==> src/rtl/core/cfa_pkg.sv <==
// ----------------------------------------------------------------------------
// cfa_pkg
// Shared constants, register codes and helpers of the car-following block.
// ----------------------------------------------------------------------------
package cfa_pkg;

  localparam int SPEED_FRAC_BITS = 8;
  localparam int ACCEL_FRAC_BITS = 12;
  localparam int RATIO_BITS      = 16;

  // v*dv << accel frac / (sq << (speed frac + 1)) folds into one left shift
  localparam int TERM_SHIFT = ACCEL_FRAC_BITS - SPEED_FRAC_BITS - 1;

  localparam logic [31:0] RATIO_ONE = 32'(1) << RATIO_BITS;
  localparam logic [31:0] RATIO_CAP = 32'h8000_0000;

  // restoring divider: one quotient bit per stage
  localparam int DIV_STAGES = 36;
  localparam int DIV_NUM_W  = 52;
  localparam int DIV_DEN_W  = 20;
  localparam int DIV_QUO_W  = DIV_STAGES;

  // integer square root of a 30 bit product: two bits per stage
  localparam int SQRT_W      = 30;
  localparam int SQRT_STAGES = SQRT_W / 2;

  localparam int POW_STAGES = 15;

  // stage indexes counted from the input register (stage 0)
  localparam int T_RATIO  = DIV_STAGES;                  // v/v0 ready
  localparam int T_POWER  = T_RATIO + POW_STAGES;        // (v/v0)^delta ready
  localparam int T_ROOT   = 1 + SQRT_STAGES;             // sqrt(a*b) ready
  localparam int T_TERM   = T_ROOT + DIV_STAGES;         // dynamic gap term ready
  localparam int T_SSTAR  = T_TERM + 1;                  // desired gap registered
  localparam int T_GRATIO = T_SSTAR + DIV_STAGES;        // s*/s ready
  localparam int T_SQUARE = T_GRATIO + 1;
  localparam int T_COEF   = T_SQUARE + 1;
  localparam int T_MAG    = T_COEF + 1;
  localparam int LATENCY  = T_MAG + 1;                   // output register

  typedef enum logic [2:0] {
    REG_DESIRED_SPEED  = 3'd0,
    REG_SPEED_EXPONENT = 3'd1,
    REG_TIME_HEADWAY   = 3'd2,
    REG_STANDSTILL_GAP = 3'd3,
    REG_ACCEL_LIMIT    = 3'd4,
    REG_DECEL_LIMIT    = 3'd5
  } cfg_reg_t;

  function automatic logic [31:0] sat_cap(input logic [47:0] x);
    logic [31:0] y;
    y = (x > 48'(RATIO_CAP)) ? RATIO_CAP : x[31:0];
    return y;
  endfunction

endpackage

==> src/rtl/core/cfa_div.sv <==
// ----------------------------------------------------------------------------
// cfa_div
// Pipelined restoring divider, one quotient bit per stage, shared enable.
// ----------------------------------------------------------------------------
module cfa_div
  import cfa_pkg::*;
(
  input  logic                 clk,
  input  logic                 en,
  input  logic [DIV_NUM_W-1:0] num,
  input  logic [DIV_DEN_W-1:0] den,
  output logic [DIV_QUO_W-1:0] quo
);

  logic [DIV_NUM_W-1:0] rem [DIV_STAGES];
  logic [DIV_DEN_W-1:0] dn  [DIV_STAGES];
  logic [DIV_QUO_W-1:0] qo  [DIV_STAGES];

  for (genvar i = 0; i < DIV_STAGES; i++) begin : g_stage
    localparam int K = DIV_STAGES - 1 - i;
    logic [DIV_NUM_W-1:0] rin;
    logic [DIV_DEN_W-1:0] din;
    logic [DIV_QUO_W-1:0] qin;
    logic                 ge;

    if (i == 0) begin : g_first
      assign rin = num;
      assign din = den;
      assign qin = '0;
    end else begin : g_next
      assign rin = rem[i-1];
      assign din = dn[i-1];
      assign qin = qo[i-1];
    end

    assign ge = (rin >> K) >= DIV_NUM_W'(din);

    always_ff @(posedge clk) begin
      if (en) begin
        rem[i] <= ge ? rin - (DIV_NUM_W'(din) << K) : rin;
        dn[i]  <= din;
        qo[i]  <= {qin[DIV_QUO_W-2:0], ge};
      end
    end
  end

  assign quo = qo[DIV_STAGES-1];

endmodule

==> config.mk <==
export PLATFORM = sky130hd
export DESIGN_NAME = cfa_div
export DESIGN_NICKNAME = d
export VERILOG_FILES = /design/src/rtl/core/cfa_pkg.sv /design/src/rtl/core/cfa_div.sv
export SDC_FILE = /design/constraint.sdc
export NUM_CORES = 2
export LEC_CHECK = 0
export BUFFER_PORTS_ARGS = -buffer_cell sky130_fd_sc_hd__buf_4
export CAP_MARGIN = 20
export CORE_ASPECT_RATIO = 1.1
export CORE_MARGIN = 3
export CORE_UTILIZATION = 56
export CTS_CLUSTER_DIAMETER = 60
export DETAILED_ROUTE_END_ITERATION = 12
export PLACE_DENSITY = 0.79
export SLEW_MARGIN = 10
export SYNTH_ARGS = -nofsm -noshare
export SYNTH_HDL_FRONTEND = slang
export SYNTH_SLANG_ARGS = --single-unit
==> constraint.sdc <==
create_clock -name clk -period 5.6 [get_ports clk]
set_input_delay 0.28 -clock clk [delete_from_list [all_inputs] [get_ports clk]]
set_output_delay 0.28 -clock clk [all_outputs]
set_load 0.02 [all_outputs]
# After elaboration in Yosys (flattened, before gate mapping)
# Memories as Yosys holds them, arrays and structs flattened.
# Index checks and enable logic that the tools add are counted.
dict set report classes {
  add_sub_neg 36
  n_mul 0
  div_mod_pow 0
  order_cmp 36
  n_eq_ne 0
  n_shift 0
  n_mux 38
  bitwise_logic 0
  n_reduce_logical 0
}
# cell n
set op_table {}
lappend op_table {{2-to-1 mux 52 bit} 36}
lappend op_table {{subtractor 52 bit} 4}
lappend op_table {{greater-or-equal comparator 52 x 20 -> 1 bit} 1}
lappend op_table {{subtractor 52 x 20 -> 52 bit} 1}
lappend op_table {{subtractor 52 x 21 -> 52 bit} 1}
lappend op_table {{subtractor 52 x 22 -> 52 bit} 1}
lappend op_table {{subtractor 52 x 23 -> 52 bit} 1}
lappend op_table {{subtractor 52 x 24 -> 52 bit} 1}
lappend op_table {{subtractor 52 x 25 -> 52 bit} 1}
lappend op_table {{subtractor 52 x 26 -> 52 bit} 1}
lappend op_table {{subtractor 52 x 27 -> 52 bit} 1}
lappend op_table {{subtractor 52 x 28 -> 52 bit} 1}
lappend op_table {{subtractor 52 x 29 -> 52 bit} 1}
lappend op_table {{subtractor 52 x 30 -> 52 bit} 1}
lappend op_table {{subtractor 52 x 31 -> 52 bit} 1}
lappend op_table {{subtractor 52 x 32 -> 52 bit} 1}
lappend op_table {{subtractor 52 x 33 -> 52 bit} 1}
lappend op_table {{subtractor 52 x 34 -> 52 bit} 1}
lappend op_table {{subtractor 52 x 35 -> 52 bit} 1}
lappend op_table {{subtractor 52 x 36 -> 52 bit} 1}
lappend op_table {{subtractor 52 x 37 -> 52 bit} 1}
lappend op_table {{subtractor 52 x 38 -> 52 bit} 1}
lappend op_table {{subtractor 52 x 39 -> 52 bit} 1}
lappend op_table {{subtractor 52 x 40 -> 52 bit} 1}
lappend op_table {{47 further kinds} 48}
dict set report totals {
  register_bits 0
  latchBits 0
  ramBits 3888
  romBits 0
  in_bits 74
  output_inout_bits 36
  wordCells 113
  memories 3
}
# memory depth width read_ports rd_clocked_by_memory_dff write_ports line_no
set mem_list {}
lappend mem_list {rem 36 52 35 0 36 cfa_div.sv:15} ;# logic [DIV_NUM_W-1:0] rem [DIV_STAGES];
lappend mem_list {qo 36 36 36 0 36 cfa_div.sv:17} ;# logic [DIV_QUO_W-1:0] qo [DIV_STAGES];
lappend mem_list {dn 36 20 35 0 36 cfa_div.sv:16} ;# logic [DIV_DEN_W-1:0] dn [DIV_STAGES];

# Logic depth before layout (Yosys ltp)
# An unclocked memory read counts as a cell.
dict set report depth {
  word_depth 3
  mapped_depth 15
}

# Least setup slack after synthesis
# Ideal clock, no wire load.
dict set report synth_path {
  path_type {reg2reg}
  startpoint {memory rem[33][1]}
  endpoint {memory rem[34][37] (data pin)}
  t_arrival_ps 3440
  required_time_ps 5341
  path_slack_ps 1901
  path_stages_with_launch 14
  n_path_buf 0
  period_less_slack_ps 3699
  path_cell_list {edfxtp_1 > inv_1 > ha_1 > inv_1 > fa_1 > a21o_1 > a21oi_1 > o21bai_1 > o311ai_0 > o211ai_1 > o31a_1 > a41o_1 > or4b_2 > xnor2_1}
}
# element line_no
set synth_rtl {}
lappend synth_rtl {{start: declaration} cfa_div.sv:15}

==> key figures <==
Run status
  • Outcome: finished clean

Worst setup path
  • Worst setup SP type: flop
  • Required @ worst endpoint: 6.20 ns
  • Setup crit end kind: flop
  • Worst Path Max Fanout: 21
  • FF-to-FF setup slack: 0.88 ns
  • WS Path Type: flop to flop
  • Arrival @ worst endpoint: 5.32 ns

Finish
  • Fraction of final layout cells with drive strength greater than 1: 7.79%
  • Area of all placed cells without fillers: 167000 um2
  • Layout Nets: 12800
  • Most used cells in the layout excluding fill and tap cells: sky130_fd_sc_hd__edfxtp_1 (3186), sky130_fd_sc_hd__inv_1 (919), sky130_fd_sc_hd__nand2_1 (772)
  • Synthesis-to-layout area growth: 11.4%
  • Commonest non-fill, non-tap cell in the layout: sky130_fd_sc_hd__edfxtp_1
  • Util after Layout: 62.9%

Synth
  • Cell count after synthesis: 11600
  • Portion of synthesized cell area occupied by the leading cell type: 63.9%
  • YS warnings: 0
  • Register area share after synthesis: 63.9%
  • Cell variety after synth: 94
  • Top FF cell, synth: sky130_fd_sc_hd__edfxtp_1
  • EDFF count, synth: 3186
  • Post-synthesis average cell area: 13.0 um2
  • Main area contributors after synthesis: sky130_fd_sc_hd__edfxtp_1 (64%), sky130_fd_sc_hd__ha_1 (6.0%), sky130_fd_sc_hd__xnor2_1 (3.2%), sky130_fd_sc_hd__xor2_1 (2.7%), sky130_fd_sc_hd__inv_1 (2.3%)
  • Synth Register Bits: 3186
  • Net count after synthesis: 12400
  • Library cell occupying the most area in the post-synthesis netlist: sky130_fd_sc_hd__edfxtp_1
  • Mapped cell area: 150000 um2
  • Post-synthesis async set-or-reset flop share: 0%

Drt
  • ANT nets after route: 0
  • Total wirelength of the detailed-routed design: 323 mm
  • Via Count: 92400
  • Initial DRC Count: 7999
  • Average wire per standard cell: 20.5 um
  • DR DRC count: 0
  • Detailed-router iteration count before antenna repair: 7
  • Via count normalized by instance count: 5.87

Die
  • Die area: 274000 um2
  • Core ar.: 265000 um2
  • Io pins: 110
  • Core Rows: 198
  • Width of the die: 499 um
  • Initial Utilization: 56.5%
  • Chip height: 548 um

Run
  • Count of max-cap constraint violations: 0

Clocking
  • Buffers inserted during post-CTS setup optimization: 0
  • CTS tree: built
  • CTS clock-pin slew for the worst setup and hold paths: 0.06 ns
  • Clk root buf: sky130_fd_sc_hd__clkbuf_16
  • Worst-skew pair later-pin latency: 0.88 ns
  • Clock buffer count from CTS: 332
  • CTS Buffer Depth: 4
  • Clock sink count: 3186
  • H-Tree Depth: 5

Power
  • PnR Total Power: 0.0794 W
  • Power per unit of standard cell area: 476 nW/um2
  • Leakage: 62.7 nW
  • Maximum vdd drop: 313 uV

Timing
  • Worst slew margin relative to its limit: 24.6%
  • Final worst path period share: 84.2%
  • Skew final: 0.0629 ns
  • Final critical delay including setup and external delays: 4.72 ns
  • Setup repair after global routing missed its margin: no
  • Fmax achieved: 212 MHz
  • Max-slew violation count: 0
  • Count of endpoints failing hold in the final timing report: 0
  • Transition time at the pin with the least slew margin: 1.13 ns
  • Final number of setup-violating endpoints: 0
  • Post-Route Setup TNS: 0 ns

Global route
  • Wire length of the first global-routing pass: 506 mm
  • Global routing usage summed across all routing layers: 23.2%
  • Overflow after GRT: 0
  • Antenna violations before repair: 6
  • Maximum number of pins on one net before global-route repair: 200
  • Vias in the first global route: 93100

Worst hold path
  • Worst hold-check path type: input pin to flop

Place
  • Dpl hpwl: 228 mm
  • Placed instance area: 155000 um2
  • Number of I/O port buffers: 109
  • Routability congestion estimate from global placement: 0.998
cell families (layout without fill, tap and decap cells):
family                     after synthesis  in the layout  synth area share, %
AOI/OAI and AO/OA                     2325           2325                 9.73
xor gates and xnor gates              1013           1013                 5.92
adders and majority gates              749            749                 6.43
buffers and inverters                 1135           1800                 2.86
DFF                                   3186           3186                 63.9
muxes                                  161            161                 1.20
other                                    0             18                    0
and+or+nand+nor                       2984           2984                 10.0
cell type report:
| class | instances | area (um2) |
|---|---|---|
| Sequential cell | 3186 | 95700 |
| Clock inverter | 186 | 1980 |
| Timing Repair Buffer | 296 | 2660 |
| Inverter | 921 | 3460 |
| Multi-Input combinational cell | 7232 | 50000 |
| Tap cell | 3500 | 4380 |
| Fill cell | 19300 | 98500 |
| Clock buffer | 397 | 8660 |
| Antenna cell | 18 | 45.0 |
critical path: stages (launching register included):
cell and delay, ns:
sky130_fd_sc_hd__edfxtp_1 0.41, sky130_fd_sc_hd__inv_1 0.08, sky130_fd_sc_hd__ha_1 0.17, sky130_fd_sc_hd__inv_1 0.06
sky130_fd_sc_hd__fa_1 0.41, sky130_fd_sc_hd__a21oi_1 0.24, sky130_fd_sc_hd__o21ai_0 0.15, sky130_fd_sc_hd__a2111oi_0 0.83
sky130_fd_sc_hd__nor4bb_1 0.24, sky130_fd_sc_hd__o31a_1 0.37, sky130_fd_sc_hd__o21a_1 0.31, sky130_fd_sc_hd__nor3_4 0.70
sky130_fd_sc_hd__inv_1 0.15, sky130_fd_sc_hd__mux2_2 0.30
worst paths after layout:
check	from	end	depth (start not counted)
max	rem[28][6]$_DFFE_PP_	rem[29][20]$_DFFE_PP_	13
min reg2reg	rem[17][6]$_DFFE_PP_	rem[18][6]$_DFFE_PP_	0
min	num[9]	rem[0][9]$_DFFE_PP_	2
max reg2reg	rem[28][6]$_DFFE_PP_	rem[29][20]$_DFFE_PP_	13
layer usage:
| metal | routed length [um] | vias to the layer above | GRT usage, % |
|---|---|---|---|
| met5 | 0 | - | 0 |
| met4 | 15500 | 0 | 10.3 |
| met3 | 15300 | 853 | 2.97 |
| met2 | 168000 | 3000 | 42.3 |
| met1 | 124000 | 44800 | 27.3 |
| li1 | - | 43700 | - |
power breakdown:
part	leakage [nW]	internal, W	switching [W]	total, W
clock	5.16	0.0125	0.00909	0.0216
combinational	26.7	0.00985	0.0134	0.0233
sequential	30.8	0.0317	0.00276	0.0345
registers in the layout (all words and copies together) (netlist names):
signal,count
dn,700
qo,666
rem,1820
through the flow:
step	instances	setup WS (ns)	hold slack [ns]
floorplan	11600	1.90	0.379
global placement	15100	0.869	0.400
detailed placement	15100	0.974	0.405
CTS	15700	0.967	0.0346
global route	15700	0.636	0.0701
finish	15700	0.883	0.108
cells in the mapped netlist, drive strengths merged (55+ instances only):
master	count
nand4	123
a31oi	58
nand2	772
and3	75
nand3	203
nor3	255
or3	137
clkbuf	185
xnor2	552
nand2b	150
o21bai	55
inv	921
nor2b	116
o21a	120
a211oi	68
nor4	147
o21ai	628
a21oi	674
mux2	146
o31ai	58
or4	67
xor2	461
nor2	683
a21o	310
edfxtp	3186
ha	714
what timing repair did:
item                                    in CTS  in global routing
endpoints found under the setup margin       0                  0
gates resized for setup                      0                  0
hold buffers                                73                  0
endpoints found under the hold margin      105                  0
(Power assumes the default switching activity.)
