===== src/rtl/core/cfa_pkg.sv =====
// ----------------------------------------------------------------------------
// cfa_pkg
// Shared constants, register codes and helpers of the car-following block.
// ----------------------------------------------------------------------------
package cfa_pkg;

  localparam int SPEED_FRAC_BITS = 8;
  localparam int ACCEL_FRAC_BITS = 12;
  localparam int RATIO_BITS      = 16;

  // v*dv << accel frac / (sq << (speed frac + 1)) folds into one left shift
  localparam int TERM_SHIFT = ACCEL_FRAC_BITS - SPEED_FRAC_BITS - 1;

  localparam logic [31:0] RATIO_ONE = 32'(1) << RATIO_BITS;
  localparam logic [31:0] RATIO_CAP = 32'h8000_0000;

  // restoring divider: one quotient bit per stage
  localparam int DIV_STAGES = 36;
  localparam int DIV_NUM_W  = 52;
  localparam int DIV_DEN_W  = 20;
  localparam int DIV_QUO_W  = DIV_STAGES;

  // integer square root of a 30 bit product: two bits per stage
  localparam int SQRT_W      = 30;
  localparam int SQRT_STAGES = SQRT_W / 2;

  localparam int POW_STAGES = 15;

  // stage indexes counted from the input register (stage 0)
  localparam int T_RATIO  = DIV_STAGES;                  // v/v0 ready
  localparam int T_POWER  = T_RATIO + POW_STAGES;        // (v/v0)^delta ready
  localparam int T_ROOT   = 1 + SQRT_STAGES;             // sqrt(a*b) ready
  localparam int T_TERM   = T_ROOT + DIV_STAGES;         // dynamic gap term ready
  localparam int T_SSTAR  = T_TERM + 1;                  // desired gap registered
  localparam int T_GRATIO = T_SSTAR + DIV_STAGES;        // s*/s ready
  localparam int T_SQUARE = T_GRATIO + 1;
  localparam int T_COEF   = T_SQUARE + 1;
  localparam int T_MAG    = T_COEF + 1;
  localparam int LATENCY  = T_MAG + 1;                   // output register

  typedef enum logic [2:0] {
    REG_DESIRED_SPEED  = 3'd0,
    REG_SPEED_EXPONENT = 3'd1,
    REG_TIME_HEADWAY   = 3'd2,
    REG_STANDSTILL_GAP = 3'd3,
    REG_ACCEL_LIMIT    = 3'd4,
    REG_DECEL_LIMIT    = 3'd5
  } cfg_reg_t;

  function automatic logic [31:0] sat_cap(input logic [47:0] x);
    logic [31:0] y;
    y = (x > 48'(RATIO_CAP)) ? RATIO_CAP : x[31:0];
    return y;
  endfunction

endpackage


===== src/rtl/core/cfa_isqrt.sv =====
// ----------------------------------------------------------------------------
// cfa_isqrt
// Pipelined floor integer square root, one result bit per stage.
// ----------------------------------------------------------------------------
module cfa_isqrt
  import cfa_pkg::*;
(
  input  logic              clk,
  input  logic              en,
  input  logic [SQRT_W-1:0] x,
  output logic [15:0]       root
);

  logic [SQRT_W-1:0] xs [SQRT_STAGES];
  logic [SQRT_W-1:0] rs [SQRT_STAGES];

  for (genvar j = 0; j < SQRT_STAGES; j++) begin : g_stage
    localparam logic [SQRT_W-1:0] BIT = SQRT_W'(1) << (SQRT_W - 2 - 2 * j);
    logic [SQRT_W-1:0] xin, rin;
    logic [SQRT_W:0]   trial;

    if (j == 0) begin : g_first
      assign xin = x;
      assign rin = '0;
    end else begin : g_next
      assign xin = xs[j-1];
      assign rin = rs[j-1];
    end

    assign trial = (SQRT_W+1)'(rin) + (SQRT_W+1)'(BIT);

    always_ff @(posedge clk) begin
      if (en) begin
        if ((SQRT_W+1)'(xin) >= trial) begin
          xs[j] <= xin - trial[SQRT_W-1:0];
          rs[j] <= (rin >> 1) + BIT;
        end else begin
          xs[j] <= xin;
          rs[j] <= rin >> 1;
        end
      end
    end
  end

  assign root = rs[SQRT_STAGES-1][15:0];

endmodule


===== config.mk =====
export PLATFORM = sky130hd
export DESIGN_NAME = cfa_isqrt
export DESIGN_NICKNAME = d
export VERILOG_FILES = /design/src/rtl/core/cfa_pkg.sv /design/src/rtl/core/cfa_isqrt.sv
export SDC_FILE = /design/constraint.sdc
export NUM_CORES = 1
export LEC_CHECK = 0
export BUFFER_PORTS_ARGS = -buffer_cell sky130_fd_sc_hd__buf_2
export CORE_ASPECT_RATIO = 0.5
export CORE_MARGIN = 5
export CORE_UTILIZATION = 60
export CTS_CLUSTER_SIZE = 8
export DETAILED_ROUTE_END_ITERATION = 16
export PLACE_DENSITY = 0.74
export SLEW_MARGIN = 30
export SYNTH_ARGS = -nofsm -noshare
export SYNTH_HDL_FRONTEND = slang
export SYNTH_SLANG_ARGS = --single-unit

===== constraint.sdc =====
create_clock -name clk -period 5.35 [get_ports clk]
set_input_delay 0.8025 -clock clk [delete_from_list [all_inputs] [get_ports clk]]
set_output_delay 0.8025 -clock clk [all_outputs]
set_load 0.02 [all_outputs]

* Word-level counts from Yosys, hierarchy flattened *
Memory sizes are Yosys's and may differ from the RTL's.
Cells that the tools add are included.

word-level totals
  register bits = 0
  RAM bits = 900
  word-level logic and storage cells = 210
  memories = 2
  output and inout port bits = 16

memories
  name  words  bits a word  read ports  clocked after memory_dff  write ports  line             RTL
  rs    15     30           15          0                         15           cfa_isqrt.sv:15  logic [SQRT_W-1:0] rs [SQRT_STAGES];
  xs    15     30           14          0                         15           cfa_isqrt.sv:14  logic [SQRT_W-1:0] xs [SQRT_STAGES];

operators by class
  bitwise gates (word level) = 30
  $add $sub $neg = 43
  $lt $le $gt $ge = 15
  multiplexer cells = 120

operator list
  cell                    number
  $mux 30                 30
  $ge 30x31->1            14
  $sub 30x30->30          14
  $mux 1                  90
  $add 30x1->31 const B   1
  $add 30x11->31 const B  1
  $add 30x13->31 const B  1
  $add 30x15->31 const B  1
  $add 30x17->31 const B  1
  $add 30x19->31 const B  1
  $add 30x21->31 const B  1
  $add 30x23->31 const B  1
  $add 30x25->31 const B  1
  $add 30x27->31 const B  1
  $add 30x3->31 const B   1
  $add 30x5->31 const B   1
  $add 30x7->31 const B   1
  $add 30x9->31 const B   1
  $add 29x1->30 const B   1
  $add 29x11->30 const B  1
  $add 29x13->30 const B  1
  $add 29x15->30 const B  1
  $add 29x17->30 const B  1
  $add 29x19->30 const B  1
  11 further kinds        40

* Longest topological paths before layout *
Gate-level depths: netlist of the first run.
An unclocked memory read counts as a cell.

  word-level depth = 7
  depth in mapped cells = 11
  gate-level depth less buffers = 9

* Worst setup path before layout of the first run *
Ideal clock, no wire load.

  path type = input to register
  from = in en
  to = mem rs[8][12], in the netlist rs[1][12], enable pin
  arrival = 2.676 ns
  stages on the path = 4
  data required time = 4.940 ns
  buffers on the path = 4
  setup slack = 2.265 ns
  path through = clkbuf_1 > clkbuf_1 > clkbuf_1 > clkbuf_1

RTL lines
  what         line             RTL
  from (decl)  cfa_isqrt.sv:9   input logic en,
  to (decl)    cfa_isqrt.sv:15

==> results_dict.tcl, run 1 <==
set metrics [dict create \
    outcome "finished clean" \
    min_period_over_period_pct 65.92 \
    die_y_um 156.1 \
    min_path_cells 1 \
    vias 15040 \
    cp-startpoint "xs[1][96]" \
    wl_um 43990 \
    p_switching_mw 2.931 \
    core_area_sq_um 42110 \
    final.setup.tns_ns 0 \
    yosysSeqAreaShare_pct 63.30 \
    p_per_area_nw_per_um2 402.8 \
    detail-route-antenna-nets 0 \
    post_cts_resized 0 \
    antenna_cells 0 \
    ys_ff_latch 540 \
    critical_path.max_fanout 6 \
    vias_per_cell 5.665 \
    fin_skew_ns 0.03125 \
    firstDrtPassIters 5 \
    synth.distinct_cells 84 \
    clockBufferDepth 3 \
    gp_congestion 0.9049 \
    grt_pass1_vias 15110 \
    ys_async_sr_fraction_pct 0 \
    start_util_pct 60.83 \
    synth_warnings 0 \
    drc 0 \
    max_freq_mhz 283.5 \
    drive_above_1_share_pct 8.181 \
    holdWs_ns 0.3599 \
    p_leak_nw 10.81 \
    cp_slowest_cell "nor4_1" \
    critPathRequiredTime_ns 5.66 \
    hold_viol_final 0 \
    r2r-start "xs[1][96]" \
    tritoncts "done" \
    cap_viol_max_count 0 \
    root_buffer "clkbuf_16" \
    cp_top_family "simple AND/OR/NAND/NOR gates" \
    crit_buf_inv 0 \
    reg2reg_to "xs[1][146]" \
    period_minus_slack_ns 3.527 \
    slew_violations 0 \
    rrSetupSlack_ns 1.82 \
    netlist_instances 1982 \
    rows 53 \
    cts_setup_buffers 0 \
    relSlewSlack_pct 33.33 \
    worst_slew_pin_slew_ns 0.9910 \
    nets 2236 \
    hold_path_class "in2reg" \
    io_buffers 46 \
    start_kind "flop" \
    p_sw_share_pct 25.40 \
    cts_buffers 77 \
    crit_chain "ha_1 > nand4b_1 > nor4_1 > nand2_1 > o41ai_1 > o211ai_1 > nor4_1 > xor2_1" \
    synth_commonest_cells "edfxtp_1, inv_1, ha_1" \
    clkLatencyLatePin_ns 0.61 \
    fp.dieArea_sq_um 47180 \
    syn_avg_cell_area_sq_um 12.92 \
    combPwrFrac_pct 13.9 \
    grt_pass1_wl_um 72260 \
    min_to "xs[0][0]" \
    netlist_area_sq_um 25620 \
    h-tree-depth 3 \
    synthesis.nets 2146 \
    clk_pin_slew_ns 0.05 \
    vdd_drop_max_mv 0.3553 \
    yosys_most_used_dff "edfxtp_1" \
    worst_path_most_repeated_cell "nor4_1" \
    antenna_found_initial 0 \
    pin_count 48 \
    drt_iter0_drc 770 \
    hold_start "x[0]" \
    yosys.area.top_type_share_pct 63.30 \
    overflow 0 \
    critPathMaxStageDelay_ns 0.77 \
    rsz0062_at_grt "false" \
    grt_usage_pct 19.01 \
    synth.most_common_cell "edfxtp_1" \
    cp-end-kind "flop" \
    area_delta_synth_final_pct 11.83 \
    grt_max_degree 128 \
    dieWidth_um 302.2 \
    clock_power_share_pct 37.5 \
    path_class "reg2reg" \
    yosysTopAreaCell "edfxtp_1" \
    synth_edf_count 540 \
    cp_data_arrival_time_ns 3.84 \
    dp_hpwl_um 31470 \
    reg2reg_depth 8 \
    synthTopCellsByArea "edfxtp_1, ha_1, xor2_1, xnor2_1, inv_1" \
    wl_per_cell_um 16.57 \
    finalSetupViolCount 0 \
    ctsHoldBuffers 0 \
    cts.sinks 540 \
    intPower_mw 8.608 \
    power_frac_seq_pct 48.6 \
]
==> state kept, by name (all words and copies together) (netlist names) <==
| signal | cells |
|---|---|
| xs | 420 |
| rs | 120 |
==> worst max-delay path by stage <==
stage,endpoint,cells after the start
2_1_floorplan,rs[1][12],4
3_3_place_gp,xs[0][206],7
3_5_place_dp,xs[0][206],7
4_1_cts,xs[1][141],8
5_1_grt,xs[1][146],9
6_report,xs[1][146],8
==> power groups by stage <==
stage | combinational, mW | sequential [mW] | clock, mW
after global routing | 1.81 | 5.65 | 4.65
final | 1.61 | 5.60 | 4.33
after CTS | 1.61 | 5.60 | 4.44
after global placement | 1.57 | 5.66 | 0
after detailed placement | 1.60 | 5.67 | 0
after floorplan | 1.28 | 5.57 | 0
==> cells by family (layout without fill, tap and decap cells) <==
| kind of cell | Yosys count | in the layout | synth area share, % |
|---|---|---|---|
| multiplexers | 23 | 23 | 1.001 |
| AND/OR/NAND/NOR | 568 | 568 | 11.74 |
| other | 1 | 1 | 0.01464 |
| flip-flops | 540 | 540 | 63.30 |
| buffers and inverters | 199 | 295 | 3.014 |
| adder cells (fa/ha/maj) | 132 | 132 | 6.448 |
| XOR/XNOR | 177 | 177 | 6.052 |
| AO/OA/AOI/OAI | 342 | 342 | 8.426 |
==> cell type report <==
type                    count  area (sq um)
fillers                  2963         13460
clock buffers              77          1927
flip-flops and latches    540         16220
repair buffers             58         346.6
inverters                 152         570.5
clock inverters             8         230.2
multi-input cells        1243          8633
well taps                 577         721.9
==> routing by layer <==
layer | routed length (um) | vias up | track usage [%]
met4 | 2231 | 0 | 9.655
li1 | - | 7551 | -
met1 | 17720 | 7018 | 21.53
met5 | 0 | - | 0
met2 | 22410 | 329 | 34.71
met3 | 1628 | 142 | 3.615
==> cell usage in the layout, fill, tap and decap left out, types with 10 or more instances in the layout <==
| master | instances |
|---|---|
| or4_1 | 10 |
| o211ai_1 | 10 |
| xor2_1 | 97 |
| nand4_1 | 22 |
| nor4_1 | 63 |
| a21oi_1 | 101 |
| o21a_1 | 31 |
| nand2b_1 | 27 |
| inv_1 | 151 |
| nor2_1 | 123 |
| ha_1 | 132 |
| buf_4 | 10 |
| xnor2_1 | 80 |
| or3_1 | 25 |
| edfxtp_1 | 540 |
| clkbuf_16 | 77 |
| nand3_1 | 22 |
| nor2b_1 | 22 |
| nor3_1 | 59 |
| buf_2 | 45 |
| o21ai_1 | 35 |
| o31ai_1 | 11 |
| a21o_1 | 20 |
| nand2_1 | 122 |
| o21ai_0 | 70 |
==> per-stage QoR <==
stage                     power (mW)  cells  setup WS, ns  utilization [%]  cell area [sq um]
after floorplan                6.850   1982         2.265                -              25620
after global placement         7.230   2570         1.815            62.88              26480
after detailed placement       7.272   2570         1.771            62.88              26480
after CTS                      11.65   2655         2.037            68.00              28640
after global routing           12.11   2655         1.577            68.03              28650
final                          11.54   2655         1.823            68.03              28650
Power figures use the tool's default switching activity.
==> run 2, diff against run 1 <==
CORE_UTILIZATION = 57   (was 60)
PLACE_DENSITY = 0.73   (was 0.74)
clock period = 3 ns   (was 5.35 ns; I/O delays follow)
==> run 2 against run 1 <==
  * Hold slack lost 0.17 ns
  * Routed wire length grew 3.7%
  * Non-clock buffer count grew 69
  * Final area grew 2.4%
  * Global-route usage shrank 0.34 points
  * Clock skew shrank 0.0028 ns
  * Combinational power grew 86%
  * Largest cell class unchanged
==> results_dict.tcl, run 2 (synthesis results as in run 1) <==
set metrics [dict create \
    finalSetupViolCount 0 \
    min_period_over_period_pct 95.78 \
    cp-end-kind "flop" \
    p_leak_nw 11.14 \
    maxUsedRoutingLayer "met4" \
    h-tree-depth 3 \
    largestRegisters "xs (420), rs (120)" \
    clk_pin_slew_ns 0.05 \
    gp_congestion 0.8723 \
    critical_path.max_fanout 6 \
    tritoncts "done" \
    root_buffer "clkbuf_16" \
    start_util_pct 58.24 \
    crit_chain "ha_1 > and2_1 > a31o_1 > o31ai_1 > nor2_1 > or4_4 > nor4_1 > xor2_1" \
    start_kind "flop" \
    cts_buffers 77 \
    max_freq_mhz 348.0 \
    dieWidth_um 309.8 \
    die_y_um 159.9 \
    drt_iter0_drc 978 \
    rrSetupSlack_ns 0.13 \
    met2_length_um 23570 \
    wl_um 45610 \
    worst_slew_pin_slew_ns 0.8510 \
    critPathRequiredTime_ns 3.33 \
    wl_met1_um 18150 \
    clkLatencyLatePin_ns 0.62 \
    drive_above_1_share_pct 10.34 \
    drc 0 \
    grt_pass1_wl_um 74930 \
    final_util_pct 66.71 \
    rsz0062_at_grt "false" \
    largest_register_ffs 420 \
    overflow 0 \
    clockBufferDepth 3 \
    dp_hpwl_um 32120 \
    fin_area_sq_um 29340 \
    vias_per_cell 5.589 \
    slew_violations 0 \
    antenna_cells 0 \
    fin_skew_ns 0.02843 \
    path_class "reg2reg" \
    relSlewSlack_pct 43.27 \
    vdd_drop_max_mv 0.5458 \
    hold_path_class "in2reg" \
    io_buffers 46 \
    largest_register "xs" \
    total_power_mw 20.74 \
    area_delta_synth_final_pct 14.55 \
    firstDrtPassIters 7 \
    outcome "finished clean" \
    rows 54 \
    vias 15290 \
    cts.sinks 540 \
    cp_slowest_cell "or4_4" \
    fp.dieArea_sq_um 49540 \
    cap_viol_max_count 0 \
    cts_setup_buffers 0 \
    detail-route-antenna-nets 0 \
    core_area_sq_um 43980 \
    grt_max_degree 170 \
    p_per_area_nw_per_um2 706.7 \
    period_minus_slack_ns 2.873 \
    pin_count 48 \
    nets 2305 \
    antenna_found_initial 0 \
    critPathMaxStageDelay_ns 0.46 \
    grt_usage_pct 18.67 \
    final_common_cell "edfxtp_1" \
    wl_per_cell_um 16.68 \
    final_cell_mix "edfxtp_1, inv_1, ha_1" \
    holdWs_ns 0.1898 \
    placed_area_sq_um 26840 \
    cp_data_arrival_time_ns 3.20 \
    hold_viol_final 0 \
    route.met3.wl_um 1716 \
    grt_pass1_vias 15760 \
]
-- run 2: where the power goes --
group	switching, mW	total [mW]	internal [mW]	leakage, nW
Combinational	1.65	2.99	1.33	4.93
Sequential	0.569	10.0	9.43	5.17
Clock	3.08	7.75	4.68	1.04
Total	5.30	20.7	15.4	11.1
-- run 2: worst paths after layout --
check	start	to	depth (start not counted)
worst min register to register	rs[1][133]	rs[1][162]	0
worst min-delay path	x[29]	xs[0][29]	3
worst max-delay path	xs[1][16]	xs[1][57]	8
worst max register to register	xs[1][16]	xs[1][57]	8
-- run 2: through the flow --
step,setup TNS (ns),instances,worst slack [ns]
2_1_floorplan,0,1982,0.2672
3_3_place_gp,-0.03187,2622,-0.03187
3_5_place_dp,-0.07503,2622,-0.07503
4_1_cts,0,2735,0.01423
5_1_grt,0,2735,0.01246
6_report,0,2735,0.1267
-- run 2: what timing repair did --
action | CTS | global route
resized for setup | 2 | 12
endpoints found under the setup margin | 1 | 20
endpoints found under the hold margin | 28 | 0
hold buffers | 28 | 0
pin swaps | 0 | 1
cloned | 0 | 0
-- run 2: final cells by class --
type / count / area, sq um
Clock buffer: 77 / 1927
Clock inverter: 8 / 230.2
Fill cell: 3091 / 14640
Inverter: 152 / 570.5
Multi-Input combinational cell: 1243 / 8695
Sequential cell: 540 / 16220
Tap cell: 588 / 735.7
Timing Repair Buffer: 127 / 968.4
-- run 2: metal layers --
layer	vias to the layer above	global-route usage, %
li1	7676	-
met1	7118	20.92
met2	335	33.99
met3	156	3.944
met4	0	9.150
met5	-	0
-- run 2: critical path, delay by kind of cell, from the launching register on --
kind            cells  cell delay, ns
simple gates        4            1.03
flops               1            0.40
xor+xnor            1            0.12
compound gates      2            0.63
fa+ha+maj           1            0.40
